<file path="src/stable_priority_insert_queue_top_defines.svh">
// assertion macros shared by the stable priority insert queue rtl
// no dependencies; included by files that carry concurrent assertions
`ifndef STABLE_PRIORITY_INSERT_QUEUE_TOP_DEFINES_SVH
`define STABLE_PRIORITY_INSERT_QUEUE_TOP_DEFINES_SVH

// same-cycle implication, checked outside reset
`define SPIQ_ASSERT_IMPL(lbl, clk, rst, ante, cons, msg) \
   lbl: assert property (@(posedge clk) disable iff (rst) (ante) |-> (cons)) \
      else $error(msg);

// next-cycle implication, checked outside reset
`define SPIQ_ASSERT_NEXT(lbl, clk, rst, ante, cons, msg) \
   lbl: assert property (@(posedge clk) disable iff (rst) (ante) |=> (cons)) \
      else $error(msg);

`endif

</file>
<file path="src/spiq_pkg.sv">
// shared types, codes and constants of the stable priority insert queue
// no dependencies; imported by the front, the back and the top level
package spiq_pkg;

   localparam int DEFAULT_QUEUE_DEPTH = 32;

   localparam int ID_W   = 16;
   localparam int PRIO_W = 3;
   localparam int STAT_W = 3;
   localparam int POS_W  = 7;

   // priority range
   localparam logic [PRIO_W-1:0] PRIO_MIN   = 3'd1;
   localparam logic [PRIO_W-1:0] PRIO_MAX   = 3'd5;
   localparam int                PRIO_COUNT = 5;

   // command field
   localparam logic CMD_INSERT = 1'b0;
   localparam logic CMD_LIST   = 1'b1;

   // result status codes
   localparam logic [STAT_W-1:0] ST_INSERTED = 3'd0;
   localparam logic [STAT_W-1:0] ST_FULL     = 3'd1;
   localparam logic [STAT_W-1:0] ST_BADPRIO  = 3'd2;
   localparam logic [STAT_W-1:0] ST_LISTED   = 3'd3;
   localparam logic [STAT_W-1:0] ST_EMPTY    = 3'd4;

   // command kinds decided by the front
   localparam int KIND_W = 2;
   localparam logic [KIND_W-1:0] KIND_INSERT = 2'd0;
   localparam logic [KIND_W-1:0] KIND_BAD    = 2'd1;
   localparam logic [KIND_W-1:0] KIND_LIST   = 2'd2;

   // command queue between front and back (power of two)
   localparam int FIFO_DEPTH = 2;
   localparam int FIFO_PTR_W = $clog2(FIFO_DEPTH);
   localparam int FIFO_CNT_W = $clog2(FIFO_DEPTH + 1);

   typedef struct packed {
      logic [KIND_W-1:0] kind;
      logic [PRIO_W-1:0] prio;
      logic [ID_W-1:0]   record_id;
   } cmd_type;

   typedef struct packed {
      logic [STAT_W-1:0] status;
      logic [POS_W-1:0]  position;
      logic [ID_W-1:0]   record_id;
      logic [PRIO_W-1:0] prio;
      logic              last;
   } rsp_type;

endpackage

</file>
<file path="src/spiq_front.sv">
// front of the queue: takes request words, classifies them, holds them in a
// short command queue for the back; depends on spiq_pkg
module spiq_front (
   input  logic                    clock,
   input  logic                    reset,
   input  logic                    req_valid,
   output logic                    req_ready,
   input  logic                    req_cmd,
   input  logic [spiq_pkg::PRIO_W-1:0] req_prio,
   input  logic [spiq_pkg::ID_W-1:0]   req_record_id,
   output logic                    cmd_valid,
   input  logic                    cmd_pop,
   output spiq_pkg::cmd_type       cmd_out
);
   import spiq_pkg::*;

   cmd_type               fifo_ff [FIFO_DEPTH];
   logic [FIFO_PTR_W-1:0] wr_ptr_ff, wr_ptr_in;
   logic [FIFO_PTR_W-1:0] rd_ptr_ff, rd_ptr_in;
   logic [FIFO_CNT_W-1:0] count_ff, count_in;
   logic                  push;
   cmd_type               cmd_new;

   assign req_ready = (count_ff != FIFO_CNT_W'(FIFO_DEPTH));
   assign push      = req_valid && req_ready;
   assign cmd_valid = (count_ff != '0);
   assign cmd_out   = fifo_ff[rd_ptr_ff];

   // classify: list, bad priority or insert
   always_comb begin
      cmd_new.prio      = req_prio;
      cmd_new.record_id = req_record_id;
      if (req_cmd == CMD_LIST) begin
         cmd_new.kind = KIND_LIST;
      end else if (req_prio < PRIO_MIN || req_prio > PRIO_MAX) begin
         cmd_new.kind = KIND_BAD;
      end else begin
         cmd_new.kind = KIND_INSERT;
      end
   end

   always_comb begin
      wr_ptr_in = wr_ptr_ff;
      rd_ptr_in = rd_ptr_ff;
      count_in  = count_ff;
      if (push) begin
         wr_ptr_in = FIFO_PTR_W'(wr_ptr_ff + 1'b1);
      end
      if (cmd_pop) begin
         rd_ptr_in = FIFO_PTR_W'(rd_ptr_ff + 1'b1);
      end
      if (push && !cmd_pop) begin
         count_in = FIFO_CNT_W'(count_ff + 1'b1);
      end else if (!push && cmd_pop) begin
         count_in = FIFO_CNT_W'(count_ff - 1'b1);
      end
   end

   always_ff @(posedge clock) begin
      if (reset) begin
         wr_ptr_ff <= '0;
         rd_ptr_ff <= '0;
         count_ff  <= '0;
      end else begin
         wr_ptr_ff <= wr_ptr_in;
         rd_ptr_ff <= rd_ptr_in;
         count_ff  <= count_in;
      end
   end

   always_ff @(posedge clock) begin
      if (push) begin
         fifo_ff[wr_ptr_ff] <= cmd_new;
      end
   end

endmodule

</file>
<file path="src/spiq_back.sv">
// back of the queue: sorted row of slot cells, per-priority counts, list
// sequencer and the result register; depends on spiq_pkg and the defines header
`include "stable_priority_insert_queue_top_defines.svh"

module spiq_back #(
   parameter int QUEUE_DEPTH = spiq_pkg::DEFAULT_QUEUE_DEPTH
) (
   input  logic              clock,
   input  logic              reset,
   input  logic              cmd_valid,
   output logic              cmd_pop,
   input  spiq_pkg::cmd_type cmd_in,
   output logic              rsp_valid,
   input  logic              rsp_ready,
   output spiq_pkg::rsp_type rsp_out
);
   import spiq_pkg::*;

   localparam int OCC_W = $clog2(QUEUE_DEPTH + 1);

   localparam logic ST_IDLE = 1'b0;
   localparam logic ST_LIST = 1'b1;

   logic [ID_W-1:0]   slot_id_ff   [QUEUE_DEPTH];
   logic [ID_W-1:0]   slot_id_in   [QUEUE_DEPTH];
   logic [PRIO_W-1:0] slot_prio_ff [QUEUE_DEPTH];
   logic [PRIO_W-1:0] slot_prio_in [QUEUE_DEPTH];
   logic [ID_W-1:0]   up_id   [QUEUE_DEPTH];
   logic [PRIO_W-1:0] up_prio [QUEUE_DEPTH];
   logic [ID_W-1:0]   dn_id   [QUEUE_DEPTH];
   logic [PRIO_W-1:0] dn_prio [QUEUE_DEPTH];

   logic [OCC_W-1:0] prio_cnt_ff [PRIO_COUNT];
   logic [OCC_W-1:0] prio_cnt_in [PRIO_COUNT];
   logic [OCC_W-1:0] occ_ff, occ_in;
   logic [OCC_W-1:0] list_cnt_ff, list_cnt_in;
   logic             state_ff, state_in;
   logic             rsp_valid_ff, rsp_valid_in;
   rsp_type          rsp_ff, rsp_in;

   logic             out_free;
   logic             do_insert;
   logic             do_rotate;
   logic             list_last;
   logic [OCC_W-1:0] place;
   logic [OCC_W-1:0] prio_total;

   assign out_free  = !rsp_valid_ff || rsp_ready;
   assign cmd_pop   = (state_ff == ST_IDLE) && cmd_valid && out_free;
   assign do_insert = cmd_pop && (cmd_in.kind == KIND_INSERT)
                      && (occ_ff != OCC_W'(QUEUE_DEPTH));
   assign do_rotate = (state_ff == ST_LIST) && out_free;
   assign list_last = (OCC_W'(list_cnt_ff + 1'b1) == occ_ff);
   assign rsp_valid = rsp_valid_ff;
   assign rsp_out   = rsp_ff;

   // place of a new entry: count of entries at equal or more urgent priority
   always_comb begin
      place      = '0;
      prio_total = '0;
      for (int k = 0; k < PRIO_COUNT; k++) begin
         if (PRIO_W'(k + 1) <= cmd_in.prio) begin
            place = OCC_W'(place + prio_cnt_ff[k]);
         end
         prio_total = OCC_W'(prio_total + prio_cnt_ff[k]);
      end
   end

   // neighbor taps, edge cells tied to themselves
   for (genvar i = 0; i < QUEUE_DEPTH; i++) begin : g_tap
      if (i == 0) begin : g_first
         assign up_id[i]   = slot_id_ff[i];
         assign up_prio[i] = slot_prio_ff[i];
      end else begin : g_up
         assign up_id[i]   = slot_id_ff[i-1];
         assign up_prio[i] = slot_prio_ff[i-1];
      end
      if (i == QUEUE_DEPTH - 1) begin : g_final
         assign dn_id[i]   = slot_id_ff[i];
         assign dn_prio[i] = slot_prio_ff[i];
      end else begin : g_dn
         assign dn_id[i]   = slot_id_ff[i+1];
         assign dn_prio[i] = slot_prio_ff[i+1];
      end
   end

   // each cell: take the new entry, shift down on insert, rotate up on list
   for (genvar i = 0; i < QUEUE_DEPTH; i++) begin : g_cell
      always_comb begin
         slot_id_in[i]   = slot_id_ff[i];
         slot_prio_in[i] = slot_prio_ff[i];
         if (do_insert) begin
            if (OCC_W'(i) == place) begin
               slot_id_in[i]   = cmd_in.record_id;
               slot_prio_in[i] = cmd_in.prio;
            end else if (OCC_W'(i) > place && OCC_W'(i) <= occ_ff) begin
               slot_id_in[i]   = up_id[i];
               slot_prio_in[i] = up_prio[i];
            end
         end else if (do_rotate) begin
            if (OCC_W'(i + 1) == occ_ff) begin
               slot_id_in[i]   = slot_id_ff[0];
               slot_prio_in[i] = slot_prio_ff[0];
            end else if (OCC_W'(i + 1) < occ_ff) begin
               slot_id_in[i]   = dn_id[i];
               slot_prio_in[i] = dn_prio[i];
            end
         end
      end
   end

   always_comb begin
      for (int k = 0; k < PRIO_COUNT; k++) begin
         prio_cnt_in[k] = prio_cnt_ff[k];
         if (do_insert && cmd_in.prio == PRIO_W'(k + 1)) begin
            prio_cnt_in[k] = OCC_W'(prio_cnt_ff[k] + 1'b1);
         end
      end
   end

   // sequencer and result register
   always_comb begin
      state_in     = state_ff;
      list_cnt_in  = list_cnt_ff;
      occ_in       = occ_ff;
      rsp_valid_in = rsp_valid_ff && !rsp_ready;
      rsp_in       = rsp_ff;
      if (cmd_pop) begin
         rsp_in       = '0;
         rsp_in.last  = 1'b1;
         rsp_valid_in = 1'b1;
         unique case (cmd_in.kind)
            KIND_BAD: begin
               rsp_in.status = ST_BADPRIO;
            end
            KIND_INSERT: begin
               if (occ_ff == OCC_W'(QUEUE_DEPTH)) begin
                  rsp_in.status = ST_FULL;
               end else begin
                  rsp_in.status   = ST_INSERTED;
                  rsp_in.position = POS_W'(POS_W'(place) + 1'b1);
                  occ_in          = OCC_W'(occ_ff + 1'b1);
               end
            end
            KIND_LIST: begin
               if (occ_ff == '0) begin
                  rsp_in.status = ST_EMPTY;
               end else begin
                  rsp_valid_in = 1'b0;
                  state_in     = ST_LIST;
                  list_cnt_in  = '0;
               end
            end
            default: begin
               rsp_in.status = ST_BADPRIO;
            end
         endcase
      end else if (do_rotate) begin
         rsp_valid_in     = 1'b1;
         rsp_in.status    = ST_LISTED;
         rsp_in.position  = POS_W'(POS_W'(list_cnt_ff) + 1'b1);
         rsp_in.record_id = slot_id_ff[0];
         rsp_in.prio      = slot_prio_ff[0];
         rsp_in.last      = list_last;
         if (list_last) begin
            state_in = ST_IDLE;
         end else begin
            list_cnt_in = OCC_W'(list_cnt_ff + 1'b1);
         end
      end
   end

   always_ff @(posedge clock) begin
      if (reset) begin
         state_ff     <= ST_IDLE;
         list_cnt_ff  <= '0;
         occ_ff       <= '0;
         rsp_valid_ff <= 1'b0;
         for (int k = 0; k < PRIO_COUNT; k++) begin
            prio_cnt_ff[k] <= '0;
         end
      end else begin
         state_ff     <= state_in;
         list_cnt_ff  <= list_cnt_in;
         occ_ff       <= occ_in;
         rsp_valid_ff <= rsp_valid_in;
         for (int k = 0; k < PRIO_COUNT; k++) begin
            prio_cnt_ff[k] <= prio_cnt_in[k];
         end
      end
   end

   always_ff @(posedge clock) begin
      rsp_ff <= rsp_in;
      for (int i = 0; i < QUEUE_DEPTH; i++) begin
         slot_id_ff[i]   <= slot_id_in[i];
         slot_prio_ff[i] <= slot_prio_in[i];
      end
   end

   `SPIQ_ASSERT_IMPL(a_counts_match, clock, reset, 1'b1, prio_total == occ_ff, "count mismatch")
   `SPIQ_ASSERT_IMPL(a_list_index, clock, reset, state_ff == ST_LIST, list_cnt_ff < occ_ff, "list index")
   `SPIQ_ASSERT_NEXT(a_insert_grows, clock, reset, do_insert, occ_ff == OCC_W'($past(occ_ff) + 1'b1), "insert lost")
   `SPIQ_ASSERT_NEXT(a_list_keeps, clock, reset, state_ff == ST_LIST, $stable(occ_ff), "list changed size")

endmodule

</file>
<file path="src/stable_priority_insert_queue_top.sv">
// top level of the stable priority insert queue: stream ports, word packing
// depends on spiq_pkg, spiq_front and spiq_back
//
//   channel   dir   tdata (low bit up)                         tuser    tlast
//   req_      in    priority_req[2:0], record_id[18:3]         cmd      -
//   rsp_      out   position[6:0], out_record_id[22:7],        status   last
//                   out_priority[25:23]
//
// an insert, a dropped insert or a list of an empty queue gives one word; a
// list of n entries gives n words, one word a cycle while rsp_ does not
// stall, as the slot row rotates past its head cell
// reset is synchronous and active high; it clears occupancy, counts and
// handshake state, the slot row itself is not cleared
// a two-word command queue parts the front from the back, and a result
// register parts the back from the rsp_ side, so either side may stall
module stable_priority_insert_queue_top #(
   parameter int QUEUE_DEPTH = spiq_pkg::DEFAULT_QUEUE_DEPTH
) (
   input  logic        clock,
   input  logic        reset,
   input  logic        req_tvalid,
   output logic        req_tready,
   input  logic [23:0] req_tdata,   // priority_req, record_id, zero fill
   input  logic        req_tuser,   // cmd
   output logic        rsp_tvalid,
   input  logic        rsp_tready,
   output logic [31:0] rsp_tdata,   // position, out_record_id, out_priority, zero fill
   output logic [2:0]  rsp_tuser,   // status
   output logic        rsp_tlast
);
   import spiq_pkg::*;

   // command queue to the back
   logic    cmd_valid;
   logic    cmd_pop;
   cmd_type cmd;
   rsp_type rsp;

   spiq_front u_front (
      .clock         (clock),
      .reset         (reset),
      .req_valid     (req_tvalid),
      .req_ready     (req_tready),
      .req_cmd       (req_tuser),
      .req_prio      (req_tdata[2:0]),
      .req_record_id (req_tdata[18:3]),
      .cmd_valid     (cmd_valid),
      .cmd_pop       (cmd_pop),
      .cmd_out       (cmd)
   );

   // sorted slot row and list sequencer
   spiq_back #(
      .QUEUE_DEPTH (QUEUE_DEPTH)
   ) u_back (
      .clock     (clock),
      .reset     (reset),
      .cmd_valid (cmd_valid),
      .cmd_pop   (cmd_pop),
      .cmd_in    (cmd),
      .rsp_valid (rsp_tvalid),
      .rsp_ready (rsp_tready),
      .rsp_out   (rsp)
   );

   // result word packing
   assign rsp_tdata = {6'd0, rsp.prio, rsp.record_id, rsp.position};
   assign rsp_tuser = rsp.status;
   assign rsp_tlast = rsp.last;

endmodule

</file>
<file path="config.mk">
export PLATFORM = sky130hd
export DESIGN_NAME = stable_priority_insert_queue_top
export DESIGN_NICKNAME = d
export VERILOG_FILES = /design/src/spiq_pkg.sv /design/src/spiq_front.sv /design/src/spiq_back.sv /design/src/stable_priority_insert_queue_top.sv
export VERILOG_INCLUDE_DIRS = /design/src /design/src/src
export SDC_FILE = /design/constraint.sdc
export NUM_CORES = 2
export LEC_CHECK = 0
export BUFFER_PORTS_ARGS = -buffer_cell sky130_fd_sc_hd__buf_2
export CAP_MARGIN = 40
export CORE_MARGIN = 2
export CORE_UTILIZATION = 30
export CTS_CLUSTER_SIZE = 24
export DETAILED_ROUTE_END_ITERATION = 10
export PLACE_DENSITY = 0.51
export REMOVE_ABC_BUFFERS = 1
export SLEW_MARGIN = 20
export SYNTH_ARGS = -nofsm -noshare
export SYNTH_HDL_FRONTEND = slang
export SYNTH_SLANG_ARGS = --single-unit
</file>
<file path="constraint.sdc">
create_clock -name clock -period 11.55 [get_ports clock]
set_input_delay 2.8875 -clock clock [delete_from_list [all_inputs] [get_ports clock]]
set_output_delay 2.8875 -clock clock [all_outputs]
set_load 0.05 [all_outputs]
</file>
Yosys cells after proc, flatten, opt, wreduce, memory -nomap -nowiden:

Memory sizes are Yosys's and may differ from the RTL's. A register that Yosys moved wholly into a read port is not among the register bits.
Cells that the tools add are included.

* bits in registers: 48
* latch bits: 0
* memory bits (writable): 680
* memory bits (read-only): 0
* bits of input ports: 29
* output and inout port bits: 38
* memories: 4

* $add $sub $neg: 17
* multiply operators: 0
* div/mod/pow operators: 0
* $lt $le $gt $ge: 100
* eq/ne operators: 76
* shift operators: 0
* multiplexer cells: 427
* bitwise gates (word level): 7
* reductions and logical operators: 61

Memories
* u_back.slot_id_ff: depth 32, width 16, read ports 32, clocked after Yosys merged registers in 0, write ports 32, line spiq_back.sv:24 `logic [ID_W-1:0] slot_id_ff [QUEUE_DEPTH];`
* u_back.slot_prio_ff: depth 32, width 3, read ports 32, clocked after Yosys merged registers in 0, write ports 32, line spiq_back.sv:26 `logic [PRIO_W-1:0] slot_prio_ff [QUEUE_DEPTH];`
* u_front.fifo_ff: depth 2, width 21, read ports 1, clocked after Yosys merged registers in 1, write ports 1, line spiq_front.sv:17 `cmd_type fifo_ff [FIFO_DEPTH];`
* u_back.prio_cnt_ff: depth 5, width 6, read ports 5, clocked after Yosys merged registers in 0, write ports 5, line spiq_back.sv:33 `logic [OCC_W-1:0] prio_cnt_ff [PRIO_COUNT];`

Operators with widths (number)
* $mux W16: 190
* $mux W3: 191
* $eq A5 B6 Y1 const A: 32
* $mux W6: 20
* $eq A4 B6 Y1 const A: 16
* $gt A5 B6 Y1 const A: 16
* $le A5 B6 Y1 const A: 16
* $lt A5 B6 Y1 const A: 16
* $mux W30: 2
* $eq A3 B6 Y1 const A: 8
* $gt A4 B6 Y1 const A: 8
* $le A4 B6 Y1 const A: 8
* $lt A4 B6 Y1 const A: 8
* $logic_and A1 B1 Y1: 45
* $add A6 B1 Y6 const B: 7
* $add A6 B6 Y6: 4
* $eq A2 B6 Y1 const A: 4
* $gt A3 B6 Y1 const A: 4
* $le A3 B6 Y1 const A: 4
* $lt A3 B6 Y1 const A: 4
* $mux W1: 18
* $add A6 B1 Y7 const B: 2
* $mux W7: 2
* $eq A1 B6 Y1 const A: 2
* other kinds (35): 61

Longest topological paths before layout:

* depth in word-level cells: 15
* mapped depth: 34
* gate-level depth less buffers: 28

Hierarchy:

Synthesis repeated with hierarchy kept, for this count alone.

* cells, all modules: 3868
* area, all modules: 44699.1 µm²

By module, submodules not included
* spiq_back: instances 1, cells each 3769, area an instance 42899.9 µm², sequential area each 19839.0 µm²
* spiq_front: instances 1, cells each 92, area an instance 1750.4 µm², sequential area each 1361.3 µm²
* stable_priority_insert_queue_top: instances 1, cells each 7, area an instance 48.8 µm², sequential area each 0.0 µm²

Worst setup path before layout:

No wires, ideal clock.

* path type: register to register
* from: reg with a tool-made name
* to: mem u_back.slot_id_ff[18][0], in the netlist u_back.slot_id_ff[1][32], enable pin
* arrival time: 7.988 ns
* required time: 11.122 ns
* path slack: 3.134 ns
* stages on the path, launching flop included: 35
* buffers on the path: 7
* clock period less this slack: 8.416 ns
* path through: dfxtp_1 > buf_6 > buf_6 > mux2i_2 > buf_4 > clkbuf_1 > nand2b_1 > and2_1 > ha_1 > inv_1 > fa_1 > nor2_1 > o21bai_1 > inv_1 > fa_1 > xnor2_1 > a21oi_1 > o211ai_1 > ha_1 > nor2b_1 > o21ai_0 > nor3b_1 > o31ai_1 > ha_1 > nor2b_1 > a221oi_1 > nand3b_1 > a211o_1 > o211ai_2 > xor2_1 > buf_2 > buf_2 > buf_2 > o21ai_1 > a221oi_1

RTL lines (line)
* to (decl): spiq_back.sv:24

==> key figures <==
Place
  – Dpl hpwl: 109,300 µm
  – Placed Area: 46,040 µm²
  – Placed insts: 5,908
  – Routability cong.: 0.8898
  – Port Buffers: 55

Floorplan
  – Die width: 383.8 µm
  – I/O pin total: 67
  – Core ar.: 143,500 µm²
  – Die Footprint: 147,300 µm²
  – Initial Util: 30.17%
  – Row count: 139
  – Die H: 383.8 µm

Layout
  – Sequential Area: 21,200 µm²
  – Area of the multi-input gates: 20,360 µm²
  – Fillers: 14,416
  – P&R area growth vs syn: 12.87%
  – Antenna diode instance count: 0
  – Finished Layout Cells: 6,072
  – Final Net Count: 4,172
  – Post-route cell area: 48,860 µm²
  – Layout cells sized above 1: 18.61%

Flow run
  – Max Cap Viol: 0

Timing
  – Hold_ws: 461.8 ps
  – Final Hold Vio Count: 0
  – F_max: 108.0 MHz
  – Slew Viols, Final: 0
  – Post-route clock skew: 26.23 ps
  – Final period util: 80.18%
  – Slew @ Worst Pin: 965.3 ps
  – Crit path time final: 9261 ps
  – Unrepaired setup endpoints after global routing: false
  – Final setup fails: 0
  – Relative slew slack: 35.65%

Drt
  – Vias: 36,227
  – DRT antenna net count: 0
  – Post-DR vias/cell: 5.966
  – Final wirelength: 165,200 µm
  – DRT iter0 DRCs: 4,535
  – Routed wire per std cell: 27.20 µm
  – # DRC: 0
  – TritonRoute pass-1 iters: 6

Pwr
  – Pwr/cell area: 168.0 nW/µm²
  – Peak VDD IR: 0.1532 mV
  – Leak: 17.35 nW

Setup path
  – WP data required: 11,910 ps
  – Slowest cell delay on critical path: 610 ps
  – CP bufs+invs: 4
  – Cell mode on critical path: ha_1
  – Critical path type: reg2reg
  – CP Data Arrival Time: 9620 ps
  – Critical path startpoint category: flop
  – CP Capture Type: flop
  – Max Fanout on Critical Path: 115
  – Worst path slowest cell: nand2_1
  – CP top delay family: compound AO/OA/AOI/OAI gates

Yosys
  – Count leader, synth: nand2_1
  – Simple-Gate Fraction of Synth Area: 16.94%
  – Main flop type after synthesis: edfxtp_1
  – Mux contribution to synthesized area: 5.622%
  – Mapped Area: 43,290 µm²
  – Ys async rst share: 0%
  – Top cell type's share of synthesized area: 45.79%
  – Synth Register Bits: 729
  – Syn avg cell area: 10.20 µm²
  – Largest family of logic cells by synthesized area: compound AO/OA/AOI/OAI gates
  – Ranking of synthesized cells by area: edfxtp_1 46%, nand2_1 7.2%, o221a_2 7.0%, mux2i_1 5.0%, nand3_1 4.7%
  – Biggest area consumer among synthesized cells: edfxtp_1
  – Count of different cell masters after synthesis: 88
  – Yosys warns: 0
  – Register area share after synthesis: 48.98%
  – Xor and xnor area share after synthesis: 1.226%
  – EDFF count, synth: 660
  – Post-synth top cells: 834 x nand2_1, 660 x edfxtp_1, 408 x nand3_1, 332 x clkbuf_1, 269 x o221a_2
  – Post-Syn Instances: 4,243
  – Synth Area in Compound Gates: 21.24%
  – Post-Synth Adder-Cell Area: 1.139%

CTS
  – CTS buffer count: 84
  – Max H-tree Level: 3
  – Clk slew on worst S/H paths: 60 ps
  – Worst-case clock buffer depth: 3
  – CTS Root Cell: clkbuf_16
  – Clk sinks: 729
  – Clk Latency, worst-skew pair: 690 ps
  – # Post-CTS Setup Buffers: 0
  – Resize count post-CTS: 0
  – CTS tree: done
  – Post-CTS Hold Fix Bufs: 0

Global route
  – Initial antenna violation count: 1
  – Gr ovfl total: 0
  – Vias in the first global route: 35,213
  – Total track usage: 21.80%
  – Largest net degree at the start of global routing: 195
  – First-pass GRT wire length: 243,700 µm

Worst hold path
  – HP Class: reg2reg

Outcome
  – Outcome: completed
cell type report:
cell class	instances	area share, %
flip-flops and latches	729	43.39
multi-input cells	3026	41.67
well taps	1903	4.873
clock buffers	107	4.630
repair buffers	235	4.592
clock inverters	42	0.6121
inverters	30	0.2305
cell families after synthesis:
logic type               count (synthesis)
AO/OA/AOI/OAI                         1031
AND/OR/NAND/NOR                       1657
other                                    1
multiplexers                           239
flip-flops                             729
adder cells (fa/ha/maj)                 37
XOR/XNOR                                56
buffers and inverters                  493
flip-flops by register name, indices dropped and copies added (netlist names), named ones only:
name                 flops
u_back.slot_id_ff      512
u_back.slot_prio_ff     96
u_front.fifo_ff         42
u_back.prio_cnt_ff      30
u_back.rsp_out          30
u_back.list_cnt_ff       6
u_back.occ_ff            6
u_front.count_ff         2
u_back.rsp_valid         1
u_back.state_ff          1
u_front.rd_ptr_ff        1
u_front.wr_ptr_ff        1
where the power goes:
part	internal (W)	switching, W	leakage (nW)
Sequential	0.00311	0.0000768	6.51
Clock	0.00145	0.00116	1.26
Combinational	0.000742	0.00167	9.58
placed cells by master (no fill, tap or decap), drive strengths merged, types with 6 or more instances in the layout:
cell type  netlist  final
nor3            69     69
nand4           18     18
a221oi         201    201
xor2            31     31
o31ai           22     22
o21ai           97     97
clkinv           1     36
a21oi           60     60
nor3b            6      6
nor2b            9      9
xnor2           24     24
nor2           175    175
clkbuf         332    107
mux2i          218    218
a21o            12     12
nor4             7      7
o221a          359    359
inv             29     32
buf            131    235
o21a             8      8
dfxtp           69     69
a211oi         169    169
nand2b          12     12
ha              33     33
nand3          408    408
or3             11     11
and2            25     25
mux2            21     21
and3            15     15
conb             1      6
or2             55     55
nand2          834    834
o32ai            7      7
o211ai           7      7
o22ai           16     16
edfxtp         660    660
o221ai           7      7
o311a            9      9
a31oi           11     11
path summary, 6_finish.rpt:
| check | cells past startpoint | to | start | slack [ps] |
|---|---|---|---|---|
| hold / removal | 2 | u_back.rsp_out[5] | u_back.rsp_out[5] | 460 |
| hold reg to reg | 2 | u_back.rsp_out[5] | u_back.rsp_out[5] | 460 |
| setup / recovery | 28 | u_back.slot_id_ff[1][37] | flop | 2290 |
| setup reg to reg | 28 | u_back.slot_id_ff[1][37] | flop | 2290 |
stage by stage:
stage / power, W / worst slack, ps / TNS (ps) / util (%)
5_1_grt: 0.008478 / 1648 / 0 / 34.05
4_1_cts: 0.008174 / 2275 / 0 / 33.87
3_5_place_dp: 0.005570 / 2301 / 0 / 32.08
3_3_place_gp: 0.005469 / 2414 / 0 / 31.52
2_1_floorplan: 0.005072 / -10280 / -8997900 / -
6_report: 0.008208 / 2289 / 0 / 34.05
metal layers:
metal	wire length [µm]	vias to the layer above	track usage, %
met4	8022	0	10.41
met5	0	-	0
met3	11210	284	2.727
met1	73030	18181	30.20
li1	-	16130	-
met2	72890	1632	33.66
worst reg2reg max path, delay by kind of cell, from the launching register on:
family | cells | cell delay [ps]
XOR/XNOR | 2 | 730
adder cells (fa/ha/maj) | 5 | 1840
flip-flops | 1 | 560
AO/OA/AOI/OAI | 11 | 3200
buffers and inverters | 4 | 1000
AND/OR/NAND/NOR | 6 | 1600
Power figures use the tool's default switching activity.
